### src/hw/rtl/phase_current_offset_calibrator_unit_defines.svh
// assertion macros for the rtl
`ifndef PHASE_CURRENT_OFFSET_CALIBRATOR_UNIT_DEFINES_SVH
`define PHASE_CURRENT_OFFSET_CALIBRATOR_UNIT_DEFINES_SVH

// same-cycle implication
`define PCOC_ASSERT_IMP(label, clk, rst_n, ante, cons, msg) \
    label: assert property (@(posedge clk) disable iff (!rst_n) (ante) |-> (cons)) \
        else $error(msg);

// next-cycle implication
`define PCOC_ASSERT_NXT(label, clk, rst_n, ante, cons, msg) \
    label: assert property (@(posedge clk) disable iff (!rst_n) (ante) |=> (cons)) \
        else $error(msg);

// condition that must never hold
`define PCOC_ASSERT_NEVER(label, clk, rst_n, expr, msg) \
    label: assert property (@(posedge clk) disable iff (!rst_n) !(expr)) \
        else $error(msg);

`endif

### src/hw/rtl/pcoc_pkg.sv
package pcoc_pkg;

    localparam int ADC_BITS_DEF  = 12;
    localparam int CAL_SHIFT_DEF = 10;
    localparam int PHASES_DEF    = 3;

    localparam int NUM_LANES  = 3;
    localparam int CODE_IN_W  = 12;
    localparam int GAIN_W     = 24;
    localparam int CUR_W      = 37;
    localparam int TEMP_W     = 36;
    localparam int DIFF_W     = CODE_IN_W + 1;
    localparam int REG_IDX_W  = 2;
    localparam int CFG_DATA_W = 24;

    localparam logic [REG_IDX_W-1:0] REG_NOMINAL_BIAS_CODE  = 2'd0;
    localparam logic [REG_IDX_W-1:0] REG_AMPS_PER_LSB       = 2'd1;
    localparam logic [REG_IDX_W-1:0] REG_TEMP_VOLTS_PER_LSB = 2'd2;

    localparam logic CMD_CONVERT   = 1'b0;
    localparam logic CMD_CALIBRATE = 1'b1;

    localparam logic [CODE_IN_W-1:0] NOMINAL_BIAS_RST  = 12'd2048;
    localparam logic [GAIN_W-1:0]    AMPS_PER_LSB_RST  = 24'd8389;
    localparam logic [GAIN_W-1:0]    TEMP_PER_LSB_RST  = 24'd845;

    typedef logic [DIFF_W-1:0] diff_t;

    typedef struct packed {
        logic active;
        logic finished;
    } cal_status_t;

    typedef struct packed {
        logic calibrating;
        logic offset_valid;
    } cal_flags_t;

endpackage

### src/hw/rtl/pcoc_sample_if.sv
interface pcoc_sample_if;
    logic                             valid;
    logic                             ready;
    logic                             command;
    logic [pcoc_pkg::CODE_IN_W-1:0]   adc_a;
    logic [pcoc_pkg::CODE_IN_W-1:0]   adc_b;
    logic [pcoc_pkg::CODE_IN_W-1:0]   adc_c;
    logic [pcoc_pkg::CODE_IN_W-1:0]   temp_raw;

    modport source (output valid, command, adc_a, adc_b, adc_c, temp_raw, input ready);
    modport sink (input valid, command, adc_a, adc_b, adc_c, temp_raw, output ready);
endinterface

### src/hw/rtl/pcoc_result_if.sv
interface pcoc_result_if;
    logic                                valid;
    logic                                ready;
    logic signed [pcoc_pkg::CUR_W-1:0]   current_a;
    logic signed [pcoc_pkg::CUR_W-1:0]   current_b;
    logic signed [pcoc_pkg::CUR_W-1:0]   current_c;
    logic [pcoc_pkg::TEMP_W-1:0]         temp_volts;
    logic                                calibrating;
    logic                                offset_valid;

    modport source (output valid, current_a, current_b, current_c, temp_volts,
                    calibrating, offset_valid, input ready);
    modport sink (input valid, current_a, current_b, current_c, temp_volts,
                  calibrating, offset_valid, output ready);
endinterface

### src/hw/rtl/pcoc_cal.sv
module pcoc_cal #(
    parameter int ADC_BITS  = pcoc_pkg::ADC_BITS_DEF,
    parameter int CAL_SHIFT = pcoc_pkg::CAL_SHIFT_DEF,
    parameter int PHASES    = pcoc_pkg::PHASES_DEF
) (
    input  logic                                                    clk,
    input  logic                                                    rst_n,
    input  logic                                                    step,
    input  logic                                                    restart,
    input  logic [pcoc_pkg::NUM_LANES-1:0][pcoc_pkg::CODE_IN_W-1:0] codes,
    input  logic [pcoc_pkg::CODE_IN_W-1:0]                          nominal_bias,
    output pcoc_pkg::diff_t [pcoc_pkg::NUM_LANES-1:0]               diffs,
    output pcoc_pkg::cal_flags_t                                    flags,
    output pcoc_pkg::cal_status_t                                   status
);

    localparam int NPH    = (PHASES < pcoc_pkg::NUM_LANES) ? PHASES : pcoc_pkg::NUM_LANES;
    localparam int CODE_W = (ADC_BITS < pcoc_pkg::CODE_IN_W) ? ADC_BITS : pcoc_pkg::CODE_IN_W;
    localparam int SUM_W  = CODE_W + CAL_SHIFT;
    localparam int CNT_W  = CAL_SHIFT + 1;
    localparam logic [CNT_W-1:0] CNT_DONE = {1'b1, {CAL_SHIFT{1'b0}}};

    logic              requested_reg;
    logic              active_reg;
    logic              finished_reg;
    logic [CNT_W-1:0]  count_reg;
    logic [SUM_W-1:0]  sum_reg    [NPH];
    logic [CODE_W-1:0] offset_reg [NPH];

    logic              run;
    logic              done;
    logic [CNT_W-1:0]  count_next;
    logic [SUM_W-1:0]  sum_next   [NPH];

    // a run goes on while requested or active and no offsets are learned yet
    assign run        = !finished_reg && (requested_reg || active_reg);
    assign count_next = (active_reg ? count_reg : '0) + CNT_W'(1);
    assign done       = run && (count_next == CNT_DONE);

    assign flags.calibrating  = run && !done;
    assign flags.offset_valid = finished_reg;
    assign status.active      = active_reg;
    assign status.finished    = finished_reg;

    for (genvar i = 0; i < pcoc_pkg::NUM_LANES; i++)
    begin : g_lane
        if (i < NPH)
        begin : g_used
            logic [CODE_W-1:0]              code;
            logic [pcoc_pkg::CODE_IN_W-1:0] zero;
            logic [SUM_W-1:0]               shifted;

            assign code        = codes[i][CODE_W-1:0];
            assign zero        = finished_reg ? pcoc_pkg::CODE_IN_W'(offset_reg[i])
                                              : nominal_bias;
            assign diffs[i]    = pcoc_pkg::DIFF_W'(code) - pcoc_pkg::DIFF_W'(zero);
            // a fresh run starts from an empty sum
            assign sum_next[i] = (active_reg ? sum_reg[i] : '0) + SUM_W'(code);
            assign shifted     = sum_next[i] >> CAL_SHIFT;

            always_ff @(posedge clk)
            begin
                if (step && run)
                begin
                    sum_reg[i] <= sum_next[i];
                end
                if (step && done)
                begin
                    offset_reg[i] <= shifted[CODE_W-1:0];
                end
            end
        end
        else
        begin : g_unused
            assign diffs[i] = '0;
        end
    end

    always_ff @(posedge clk or negedge rst_n)
    begin
        if (!rst_n)
        begin
            requested_reg <= 1'b1;
            active_reg    <= 1'b0;
            finished_reg  <= 1'b0;
            count_reg     <= '0;
        end
        else if (restart)
        begin
            requested_reg <= 1'b1;
            active_reg    <= 1'b0;
            finished_reg  <= 1'b0;
        end
        else if (step && run)
        begin
            requested_reg <= 1'b0;
            active_reg    <= !done;
            finished_reg  <= done;
            count_reg     <= count_next;
        end
    end

endmodule

### src/hw/rtl/phase_current_offset_calibrator_unit.sv
// a convert item passes through the s1 register and then the output register to the result channel
// throughput: one item per cycle while the result side keeps up; a calibrate request gives no result
// the rate is set by the two-stage pipe (zero-point subtract, then the gain multipliers)
// reset: gains and nominal bias take their reset values, no offsets are learned, and
// an offset averaging run starts with the first convert item after reset
`include "phase_current_offset_calibrator_unit_defines.svh"

module phase_current_offset_calibrator_unit #(
    parameter int ADC_BITS  = pcoc_pkg::ADC_BITS_DEF,
    parameter int CAL_SHIFT = pcoc_pkg::CAL_SHIFT_DEF,
    parameter int PHASES    = pcoc_pkg::PHASES_DEF
) (
    input  logic                              clk,
    input  logic                              rst_n,
    input  logic                              wr_en,
    input  logic [pcoc_pkg::REG_IDX_W-1:0]    wr_index,
    input  logic [pcoc_pkg::CFG_DATA_W-1:0]   wr_data,
    pcoc_sample_if.sink                       sample,
    pcoc_result_if.source                     result
);

    localparam int PROD_W = pcoc_pkg::DIFF_W + pcoc_pkg::GAIN_W + 1;

    logic [pcoc_pkg::CODE_IN_W-1:0] nominal_reg;
    logic [pcoc_pkg::GAIN_W-1:0]    amps_reg;
    logic [pcoc_pkg::GAIN_W-1:0]    temp_gain_reg;

    logic                                         s1_valid_reg;
    pcoc_pkg::diff_t [pcoc_pkg::NUM_LANES-1:0]    s1_diff_reg;
    logic [pcoc_pkg::CODE_IN_W-1:0]               s1_temp_reg;
    pcoc_pkg::cal_flags_t                         s1_flags_reg;

    logic                                         out_valid_reg;
    logic signed [pcoc_pkg::CUR_W-1:0]            cur_reg [pcoc_pkg::NUM_LANES];
    logic [pcoc_pkg::TEMP_W-1:0]                  temp_reg;
    pcoc_pkg::cal_flags_t                         out_flags_reg;

    logic                                         s2_en;
    logic                                         in_ready;
    logic                                         accept;
    logic                                         step;
    logic                                         restart;
    logic [pcoc_pkg::NUM_LANES-1:0][pcoc_pkg::CODE_IN_W-1:0] codes;
    pcoc_pkg::diff_t [pcoc_pkg::NUM_LANES-1:0]    diffs;
    pcoc_pkg::cal_flags_t                         flags;
    pcoc_pkg::cal_status_t                        cal_st;
    logic signed [PROD_W-1:0]                     prod [pcoc_pkg::NUM_LANES];
    logic [pcoc_pkg::TEMP_W-1:0]                  temp_prod;

    // configuration
    always_ff @(posedge clk or negedge rst_n)
    begin
        if (!rst_n)
        begin
            nominal_reg   <= pcoc_pkg::NOMINAL_BIAS_RST;
            amps_reg      <= pcoc_pkg::AMPS_PER_LSB_RST;
            temp_gain_reg <= pcoc_pkg::TEMP_PER_LSB_RST;
        end
        else if (wr_en)
        begin
            case (wr_index)
                pcoc_pkg::REG_NOMINAL_BIAS_CODE:
                    nominal_reg <= wr_data[pcoc_pkg::CODE_IN_W-1:0];
                pcoc_pkg::REG_AMPS_PER_LSB:
                    amps_reg <= wr_data[pcoc_pkg::GAIN_W-1:0];
                pcoc_pkg::REG_TEMP_VOLTS_PER_LSB:
                    temp_gain_reg <= wr_data[pcoc_pkg::GAIN_W-1:0];
                default:
                    nominal_reg <= nominal_reg;
            endcase
        end
    end

    // handshake: the input side is held only while s1 is full and a result waits at the output
    assign s2_en        = !out_valid_reg || result.ready;
    assign in_ready     = !s1_valid_reg || s2_en;
    assign sample.ready = in_ready;
    assign accept       = sample.valid && in_ready;
    assign step         = accept && (sample.command == pcoc_pkg::CMD_CONVERT);
    assign restart      = accept && (sample.command == pcoc_pkg::CMD_CALIBRATE);

    assign codes[0] = sample.adc_a;
    assign codes[1] = sample.adc_b;
    assign codes[2] = sample.adc_c;

    pcoc_cal #(
        .ADC_BITS  (ADC_BITS),
        .CAL_SHIFT (CAL_SHIFT),
        .PHASES    (PHASES)
    ) u_cal (
        .clk          (clk),
        .rst_n        (rst_n),
        .step         (step),
        .restart      (restart),
        .codes        (codes),
        .nominal_bias (nominal_reg),
        .diffs        (diffs),
        .flags        (flags),
        .status       (cal_st)
    );

    always_ff @(posedge clk or negedge rst_n)
    begin
        if (!rst_n)
        begin
            s1_valid_reg  <= 1'b0;
            out_valid_reg <= 1'b0;
        end
        else
        begin
            if (in_ready)
            begin
                s1_valid_reg <= step;
            end
            if (s2_en)
            begin
                out_valid_reg <= s1_valid_reg;
            end
        end
    end

    always_ff @(posedge clk)
    begin
        if (step)
        begin
            s1_diff_reg  <= diffs;
            s1_temp_reg  <= sample.temp_raw;
            s1_flags_reg <= flags;
        end
    end

    for (genvar i = 0; i < pcoc_pkg::NUM_LANES; i++)
    begin : g_mul
        assign prod[i] = $signed(s1_diff_reg[i]) * $signed({1'b0, amps_reg});

        always_ff @(posedge clk)
        begin
            if (s2_en && s1_valid_reg)
            begin
                cur_reg[i] <= prod[i][pcoc_pkg::CUR_W-1:0];
            end
        end
    end

    assign temp_prod = pcoc_pkg::TEMP_W'(s1_temp_reg) * pcoc_pkg::TEMP_W'(temp_gain_reg);

    always_ff @(posedge clk)
    begin
        if (s2_en && s1_valid_reg)
        begin
            temp_reg      <= temp_prod;
            out_flags_reg <= s1_flags_reg;
        end
    end

    assign result.valid        = out_valid_reg;
    assign result.current_a    = cur_reg[0];
    assign result.current_b    = cur_reg[1];
    assign result.current_c    = cur_reg[2];
    assign result.temp_volts   = temp_reg;
    assign result.calibrating  = out_flags_reg.calibrating;
    assign result.offset_valid = out_flags_reg.offset_valid;

    `PCOC_ASSERT_NEVER(a_run_and_done, clk, rst_n, cal_st.active && cal_st.finished,
        "calibration run active while offsets are marked learned")
    `PCOC_ASSERT_IMP(a_learned_not_running, clk, rst_n,
        out_valid_reg && out_flags_reg.offset_valid, !out_flags_reg.calibrating,
        "result used learned offsets but reports a running calibration")
    `PCOC_ASSERT_NXT(a_request_clears, clk, rst_n, restart,
        !cal_st.active && !cal_st.finished,
        "calibration request did not discard the run and offsets")

endmodule
### src/flat_wrapper.sv
// flat-port wrapper written by rule: the top's interface ports become plain ports
module phase_current_offset_calibrator_unit_flat 
#(
    parameter int ADC_BITS  = pcoc_pkg::ADC_BITS_DEF,
    parameter int CAL_SHIFT = pcoc_pkg::CAL_SHIFT_DEF,
    parameter int PHASES    = pcoc_pkg::PHASES_DEF
)
  (clk, rst_n, wr_en, wr_index, wr_data, sample_valid, sample_command, sample_adc_a, sample_adc_b, sample_adc_c, sample_temp_raw, sample_ready, result_valid, result_current_a, result_current_b, result_current_c, result_temp_volts, result_calibrating, result_offset_valid, result_ready);
  pcoc_sample_if sample_i ();
  pcoc_result_if result_i ();
  input  logic clk;
  input  logic rst_n;
  input  logic wr_en;
  input  logic [pcoc_pkg::REG_IDX_W-1:0] wr_index;
  input  logic [pcoc_pkg::CFG_DATA_W-1:0] wr_data;
  input wire logic [$bits(sample_i.valid)-1:0] sample_valid;
  input wire logic [$bits(sample_i.command)-1:0] sample_command;
  input wire logic [$bits(sample_i.adc_a)-1:0] sample_adc_a;
  input wire logic [$bits(sample_i.adc_b)-1:0] sample_adc_b;
  input wire logic [$bits(sample_i.adc_c)-1:0] sample_adc_c;
  input wire logic [$bits(sample_i.temp_raw)-1:0] sample_temp_raw;
  output wire logic [$bits(sample_i.ready)-1:0] sample_ready;
  output wire logic [$bits(result_i.valid)-1:0] result_valid;
  output wire logic [$bits(result_i.current_a)-1:0] result_current_a;
  output wire logic [$bits(result_i.current_b)-1:0] result_current_b;
  output wire logic [$bits(result_i.current_c)-1:0] result_current_c;
  output wire logic [$bits(result_i.temp_volts)-1:0] result_temp_volts;
  output wire logic [$bits(result_i.calibrating)-1:0] result_calibrating;
  output wire logic [$bits(result_i.offset_valid)-1:0] result_offset_valid;
  input wire logic [$bits(result_i.ready)-1:0] result_ready;
  assign sample_i.valid = sample_valid;
  assign sample_i.command = sample_command;
  assign sample_i.adc_a = sample_adc_a;
  assign sample_i.adc_b = sample_adc_b;
  assign sample_i.adc_c = sample_adc_c;
  assign sample_i.temp_raw = sample_temp_raw;
  assign sample_ready = sample_i.ready;
  assign result_valid = result_i.valid;
  assign result_current_a = result_i.current_a;
  assign result_current_b = result_i.current_b;
  assign result_current_c = result_i.current_c;
  assign result_temp_volts = result_i.temp_volts;
  assign result_calibrating = result_i.calibrating;
  assign result_offset_valid = result_i.offset_valid;
  assign result_i.ready = result_ready;
  phase_current_offset_calibrator_unit #(.ADC_BITS(ADC_BITS), .CAL_SHIFT(CAL_SHIFT), .PHASES(PHASES)) u_core (.clk(clk), .rst_n(rst_n), .wr_en(wr_en), .wr_index(wr_index), .wr_data(wr_data), .sample(sample_i), .result(result_i));
endmodule
### config.mk
export PLATFORM = sky130hd
export DESIGN_NAME = phase_current_offset_calibrator_unit_flat
export DESIGN_NICKNAME = d
export VERILOG_FILES = /design/src/hw/rtl/pcoc_pkg.sv /design/src/hw/rtl/pcoc_sample_if.sv /design/src/hw/rtl/pcoc_result_if.sv /design/src/hw/rtl/pcoc_cal.sv /design/src/hw/rtl/phase_current_offset_calibrator_unit.sv /design/src/flat_wrapper.sv
export VERILOG_INCLUDE_DIRS = /design/src /design/src/hw/rtl
export SDC_FILE = /design/constraint.sdc
export NUM_CORES = 2
export LEC_CHECK = 0
export BUFFER_PORTS_ARGS = -buffer_cell sky130_fd_sc_hd__buf_2
export CORE_ASPECT_RATIO = 0.5
export CORE_MARGIN = 2
export CORE_UTILIZATION = 30
export CTS_BUF_LIST = sky130_fd_sc_hd__clkbuf_4 sky130_fd_sc_hd__clkbuf_8
export DETAILED_ROUTE_END_ITERATION = 10
export GPL_ROUTABILITY_DRIVEN = 0
export SLEW_MARGIN = 30
export SYNTH_ARGS = -nofsm -noshare
export SYNTH_HDL_FRONTEND = slang
export SYNTH_SLANG_ARGS = --single-unit
### constraint.sdc
create_clock -name clk -period 6.3 [get_ports clk]
set_input_delay 0.315 -clock clk [delete_from_list [all_inputs] [get_ports clk]]
set_output_delay 0.315 -clock clk [all_outputs]
set_load 0.01 [all_outputs]
# Yosys cells after proc, flatten, opt, wreduce, memory -nomap -nowiden
# Memory sizes are Yosys's and may differ from the RTL's.
# Index checks and enable logic that the tools add are counted.
dict set report word_totals {
  memories 3
  latchBits 0
  mem_bits_ro 0
  ram_bits 213
  wordCells 78
  out_inout_bits 151
  register_bits 167
  input_bits 80
}
# name depth word_bits rd rd_ports_with_merged_regs wr line
set mem_list {}
lappend mem_list {u_core.cur_reg 3 37 3 0 3 phase_current_offset_calibrator_unit.sv:34} ;# logic signed [pcoc_pkg::CUR_W-1:0] cur_reg [pcoc_pkg::NUM_LANES];
lappend mem_list {u_core.u_cal.sum_reg 3 22 3 0 3 pcoc_cal.sv:27} ;# logic [SUM_W-1:0] sum_reg [NPH];
lappend mem_list {u_core.u_cal.offset_reg 3 12 3 0 3 pcoc_cal.sv:28} ;# logic [CODE_W-1:0] offset_reg [NPH];
dict set report classes {
  mux 19
  n_mul 4
  shifts 0
  reduce_logical 22
  n_bitwise 2
  div_mod_pow 0
  n_lt_le_gt_ge 0
  add_sub_neg 7
  eq_ne 3
}
# operator count
set op_table {}
lappend op_table {{$mul 13x25->37} 3}
lappend op_table {{$add 22x12->22} 3}
lappend op_table {{$mux 22} 3}
lappend op_table {{$sub 12x12->13} 3}
lappend op_table {{$mul 12x24->36} 1}
lappend op_table {{$mux 12} 3}
lappend op_table {{$mux 1} 12}
lappend op_table {{$add 11x1->11 const B} 1}
lappend op_table {{$eq 11x11->1 const B} 1}
lappend op_table {{$mux 11} 1}
lappend op_table {{$logic_and 1x1->1} 9}
lappend op_table {{$reduce_and 2->1} 4}
lappend op_table {{$logic_not 1->1} 4}
lappend op_table {{$logic_or 1x1->1} 3}
lappend op_table {{$eq 2x1->1 const B} 1}
lappend op_table {{$eq 2x2->1 const B} 1}
lappend op_table {{$logic_not 2->1} 1}
lappend op_table {{$not 1->1} 2}
lappend op_table {{$reduce_bool 2->1} 1}

# Logic depth before layout (Yosys ltp)
dict set report depth {
  word_depth 8
  mapped_depth 22
  mapped_depth_nobuf 21
}

# Modules after synthesis
# From an unflattened synthesis, not the netlist that was laid out.
dict set report unflattened {
  cells_unflattened 5620
  hier_area_um2 55617.1
}
# module cells_per_inst instances area_each_um2
set by_module_without_submodules {}
lappend by_module_without_submodules {phase_current_offset_calibrator_unit 4740 1 47057.6}
lappend by_module_without_submodules {pcoc_cal 880 1 8559.5}

# Least setup slack after synthesis
# OpenSTA, ideal clock, no wires.
dict set report synth_path {
  path_type {flip-flop to flip-flop}
  startpoint {register u_core.amps_reg[7] (netlist name)}
  endpoint {memory u_core.cur_reg[0][109] (netlist name) (data pin)}
  stages_incl_launch_ff 20
  period_less_slack_ns 5.876
  arrival_ns 5.611
  slack_ns 0.424
  setup_time_ns 0.265
  cell_sequence {dfstp_2 -> clkbuf_1 -> nand2_1 -> fa_1 -> inv_1 -> fa_1 -> fa_1 -> fa_1 -> fa_1 -> ha_1 -> ha_1 -> buf_6 -> a21o_1 -> a211o_1 -> a2111oi_2 -> o2111ai_1 -> a311oi_1 -> o21a_1 -> o21ai_0 -> xor2_1}
}
# element line
set synth_lines {}
lappend synth_lines {{start: declaration} phase_current_offset_calibrator_unit.sv:25} ;# logic [pcoc_pkg::GAIN_W-1:0] amps_reg;
lappend synth_lines {{start signal: assignment} phase_current_offset_calibrator_unit.sv:56} ;# amps_reg <= pcoc_pkg::AMPS_PER_LSB_RST;
lappend synth_lines {{start signal: assignment} phase_current_offset_calibrator_unit.sv:65} ;# amps_reg <= wr_data[pcoc_pkg::GAIN_W-1:0];
lappend synth_lines {{end: declaration} phase_current_offset_calibrator_unit.sv:34}

==> reports/metrics.yaml <==
detailed_routing:
  wirelength_um: 147000
  drtPass1Iterations: 5
  drt_iter0_markers: 2537
  via_per_inst: 4.71
  antenna_left: 0
  routed-via-count: 40700
  drc: 0
  wl_per_cell_um: 17.0
global_routing:
  antenna_found_initial: 26
  grt_pass1_vias: 42100
  grt_pass1_wl_um: 234000
  grt-ovfl-total: 0
  track_usage_pct: 15.6
  grt_max_degree: 92
logic_synthesis:
  synthArstFlopShare_pct: 20.0
  synth_cell_types: 72
  syn_inst: 5715
  avgSynthCellArea_um2: 9.77
  yosysSeqAreaShare_pct: 19.8
  synth_nets: 7237
  synth_ff_type: "edfxtp_1"
  ys_ff_latch: 380
  syn_area_um2: 55800
  yosys_warnings: 0
  synth_edf_count: 304
clocking:
  numCtsBuffers: 70
  cts_sinks: 380
  htreeDepth: 3
  clock_path_buffers: 3
  clkTransAtPathRegs_ns: 0.06
  cts_tree: "done"
  cts_root_buffer: "clkbuf_8"
  clkLatencyLatePin_ns: 0.79
setup_path:
  rr_startpoint: "u_core.amps_reg[4]"
  max_stage_delay_ns: 0.59
  worst_r2r_path_depth: 18
  start_kind: "register"
  crit_top_cell: "fa_1"
  cp_max_fo: 6
  critPathCaptureType: "register"
  r2r-end: "u_core.cur_reg[0][109]"
  critical_path_buf_inv_count: 2
  critPathKind: "register to register"
  slowest_stage: "fa_2"
  cp_data_required_time_ns: 6.82
  worstPathArrival_ns: 6.68
  crit_path_cell_trace: "buf_4, buf_4, and2_1, fa_2, fa_1, fa_1, fa_1, fa_1, ha_4, ha_4, a21o_1, a211o_1, a2111oi_4, o2111ai_2, a311oi_2, o21a_1, o21ai_0, xor2_1"
  cp_num_cells: 18
  crit_start: "u_core.amps_reg[4]"
  crit_family: "adder cells"
  endpoint: "u_core.cur_reg[0][109]"
  rrSetupSlack_ns: 0.14
timing:
  rsz0062_at_grt: "yes"
  hold_ws_ns: 0.0814
  slew_viol_final: 0
  fmax_mhz: 162
  skew_ns: 0.0576
  fin_crit_ns: 6.16
  period_share_pct: 97.8
  setup_viol: 0
  tightest_slew_ns: 0.804
  finalHoldViolCount: 0
  relSlewSlack_pct: 46.4
cells_and_area:
  largest_reg_flops: 111
  regArea_um2: 11100
  final_util_pct: 34.8
  final_area_um2: 64000
  area_delta_synth_final_pct: 14.7
  nets: 7605
  multi_input_area_um2: 40400
  fill_cells: 18600
  layout-drive-gt1-share_pct: 12.4
die:
  die-area_um2: 190000
  die_x_um: 614
  io_pins: 231
  die_h_um: 309
  rows: 111
  start_util_pct: 30.3
  core_area_um2: 184000
placement:
  hpwl_um: 116000
  postPlaceCellArea_um2: 61600
  io_buffer_count: 230
min_path:
  hold_class: "input port to register"
run_status:
  status: "finished clean"
job:
  drv_cap: 0
==> per-stage QoR <==
stage                     TNS (ns)  cells  setup slack, ns
after floorplan                  0   5715            0.424
final                            0   8638            0.137
after global placement     -0.0224   8426          -0.0224
after detailed placement         0   8426           0.0247
after global routing        -0.352   8637          -0.0806
after CTS                        0   8605           0.0384
==> synth_stat cells (7+ instances only) <==
cell / n / area share, %
fa_1: 952 / 34
inv_1: 928 / 6.2
nand2_1: 881 / 5.9
ha_1: 490 / 11
and2_1: 480 / 5.4
edfxtp_1: 304 / 16
clkbuf_1: 275 / 1.8
a21oi_1: 193 / 1.7
nor2_1: 135 / 0.91
xnor2_1: 129 / 2.0
o21ai_0: 121 / 1.1
nor2b_1: 97 / 1.1
a21o_1: 72 / 0.97
dfrtp_1: 63 / 2.8
mux2_2: 60 / 1.2
xor2_1: 56 / 0.88
nand3_1: 51 / 0.46
nor3_1: 40 / 0.36
nand2b_1: 37 / 0.41
and3_1: 28 / 0.31
o21a_1: 28 / 0.38
a21boi_0: 23 / 0.31
a211oi_1: 22 / 0.30
o21bai_1: 19 / 0.26
nand4_1: 18 / 0.20
or3_1: 17 / 0.19
a31oi_1: 14 / 0.16
o211ai_1: 14 / 0.19
dfstp_2: 13 / 0.61
o31ai_1: 13 / 0.17
a211o_1: 11 / 0.17
nand3b_1: 10 / 0.13
and4_1: 9 / 0.14
o311ai_0: 9 / 0.14
a41oi_1: 7 / 0.11
==> placed cells by master, fill, tap and decap left out, types with 14 or more instances in the layout <==
cell	synthesis	routed
xnor2_1	129	129
o21ai_0	121	119
xor2_1	56	56
edfxtp_1	304	304
a21boi_0	23	23
buf_2	1	230
or3_1	17	17
dlygate4sd3_1	0	51
nand2_1	881	881
nand2b_1	37	37
mux2_2	60	60
o211ai_1	14	14
nor3_1	40	40
nand3_1	51	51
dfrtp_1	63	57
nand4_1	18	18
diode_2	0	14
a21oi_1	193	190
clkbuf_8	0	75
buf_4	0	252
inv_1	928	927
clkbuf_4	0	19
buf_12	0	41
o21bai_1	19	19
ha_1	490	485
and3_1	28	28
nor2_1	135	134
a211oi_1	22	21
nor2b_1	97	97
fa_1	952	949
a21o_1	72	72
o21a_1	28	28
and2_1	480	479
==> layer usage <==
metal / up-vias / GRT usage, % / wire length, um
met2: 1039 / 26.6 / 70900
met5: - / 0 / 32
met4: 4 / 4.96 / 4600
li1: 18800 / - / -
met1: 20700 / 20.3 / 62800
met3: 234 / 2.58 / 8270
==> logic make-up after synthesis <==
group                      share of synthesized area [%]
and+or+nand+nor                                     15.9
adders and majority gates                           45.1
buffers and inverters                               8.14
AOI/OAI and AO/OA                                   6.92
DFF                                                 19.8
xor gates and xnor gates                            2.90
muxes                                               1.23
==> worst reg2reg max path, cell delays in order (launching register included) <==
cell and delay, ns:
dfrtp_2 0.45, buf_4 0.17, buf_4 0.15, and2_1 0.17
fa_2 0.59, fa_1 0.44, fa_1 0.52, fa_1 0.58
fa_1 0.46, ha_4 0.30, ha_4 0.19, a21o_1 0.18
a211o_1 0.33, a2111oi_4 0.41, o2111ai_2 0.22, a311oi_2 0.33
o21a_1 0.15, o21ai_0 0.09, xor2_1 0.17
==> repair_timing <==
action,4_1_cts,5_1_grt
pin swaps,0,23
buffers inserted,0,17
setup endpoints to repair,2,34
hold buffers,52,0
resized for setup,2,40
endpoints found under the hold margin,116,0
==> final cells by class <==
class / count / area share, %
Multi-Input combinational cell: 4126 / 63.1
Timing Repair Buffer: 577 / 6.91
Antenna cell: 14 / 0.0547
Tap cell: 2486 / 4.86
Clock inverter: 33 / 0.498
Clock buffer: 94 / 1.83
Sequential cell: 380 / 17.3
Inverter: 928 / 5.44
==> worst min path at each step <==
stage / slack (ns) / end / cells after the start / start
after global placement: 0.29 / u_core.temp_gain_reg[20] / 1 / rst_n
after global routing: 0.04 / u_core.u_cal.sum_reg[0][50] / 3 / sample_adc_c[6]
final: 0.08 / u_core.u_cal.sum_reg[0][24] / 3 / sample_adc_b[2]
after CTS: 0.003 / u_core.u_cal.sum_reg[0][24] / 3 / sample_adc_b[2]
after detailed placement: 0.29 / u_core.temp_gain_reg[20] / 1 / rst_n
after floorplan: 0.02 / u_core.amps_reg[10] / 0 / rst_n
Power is left out: the tool's default activity adds up to more than one toggle a clock period on the data nets, which glitch-free logic cannot reach.
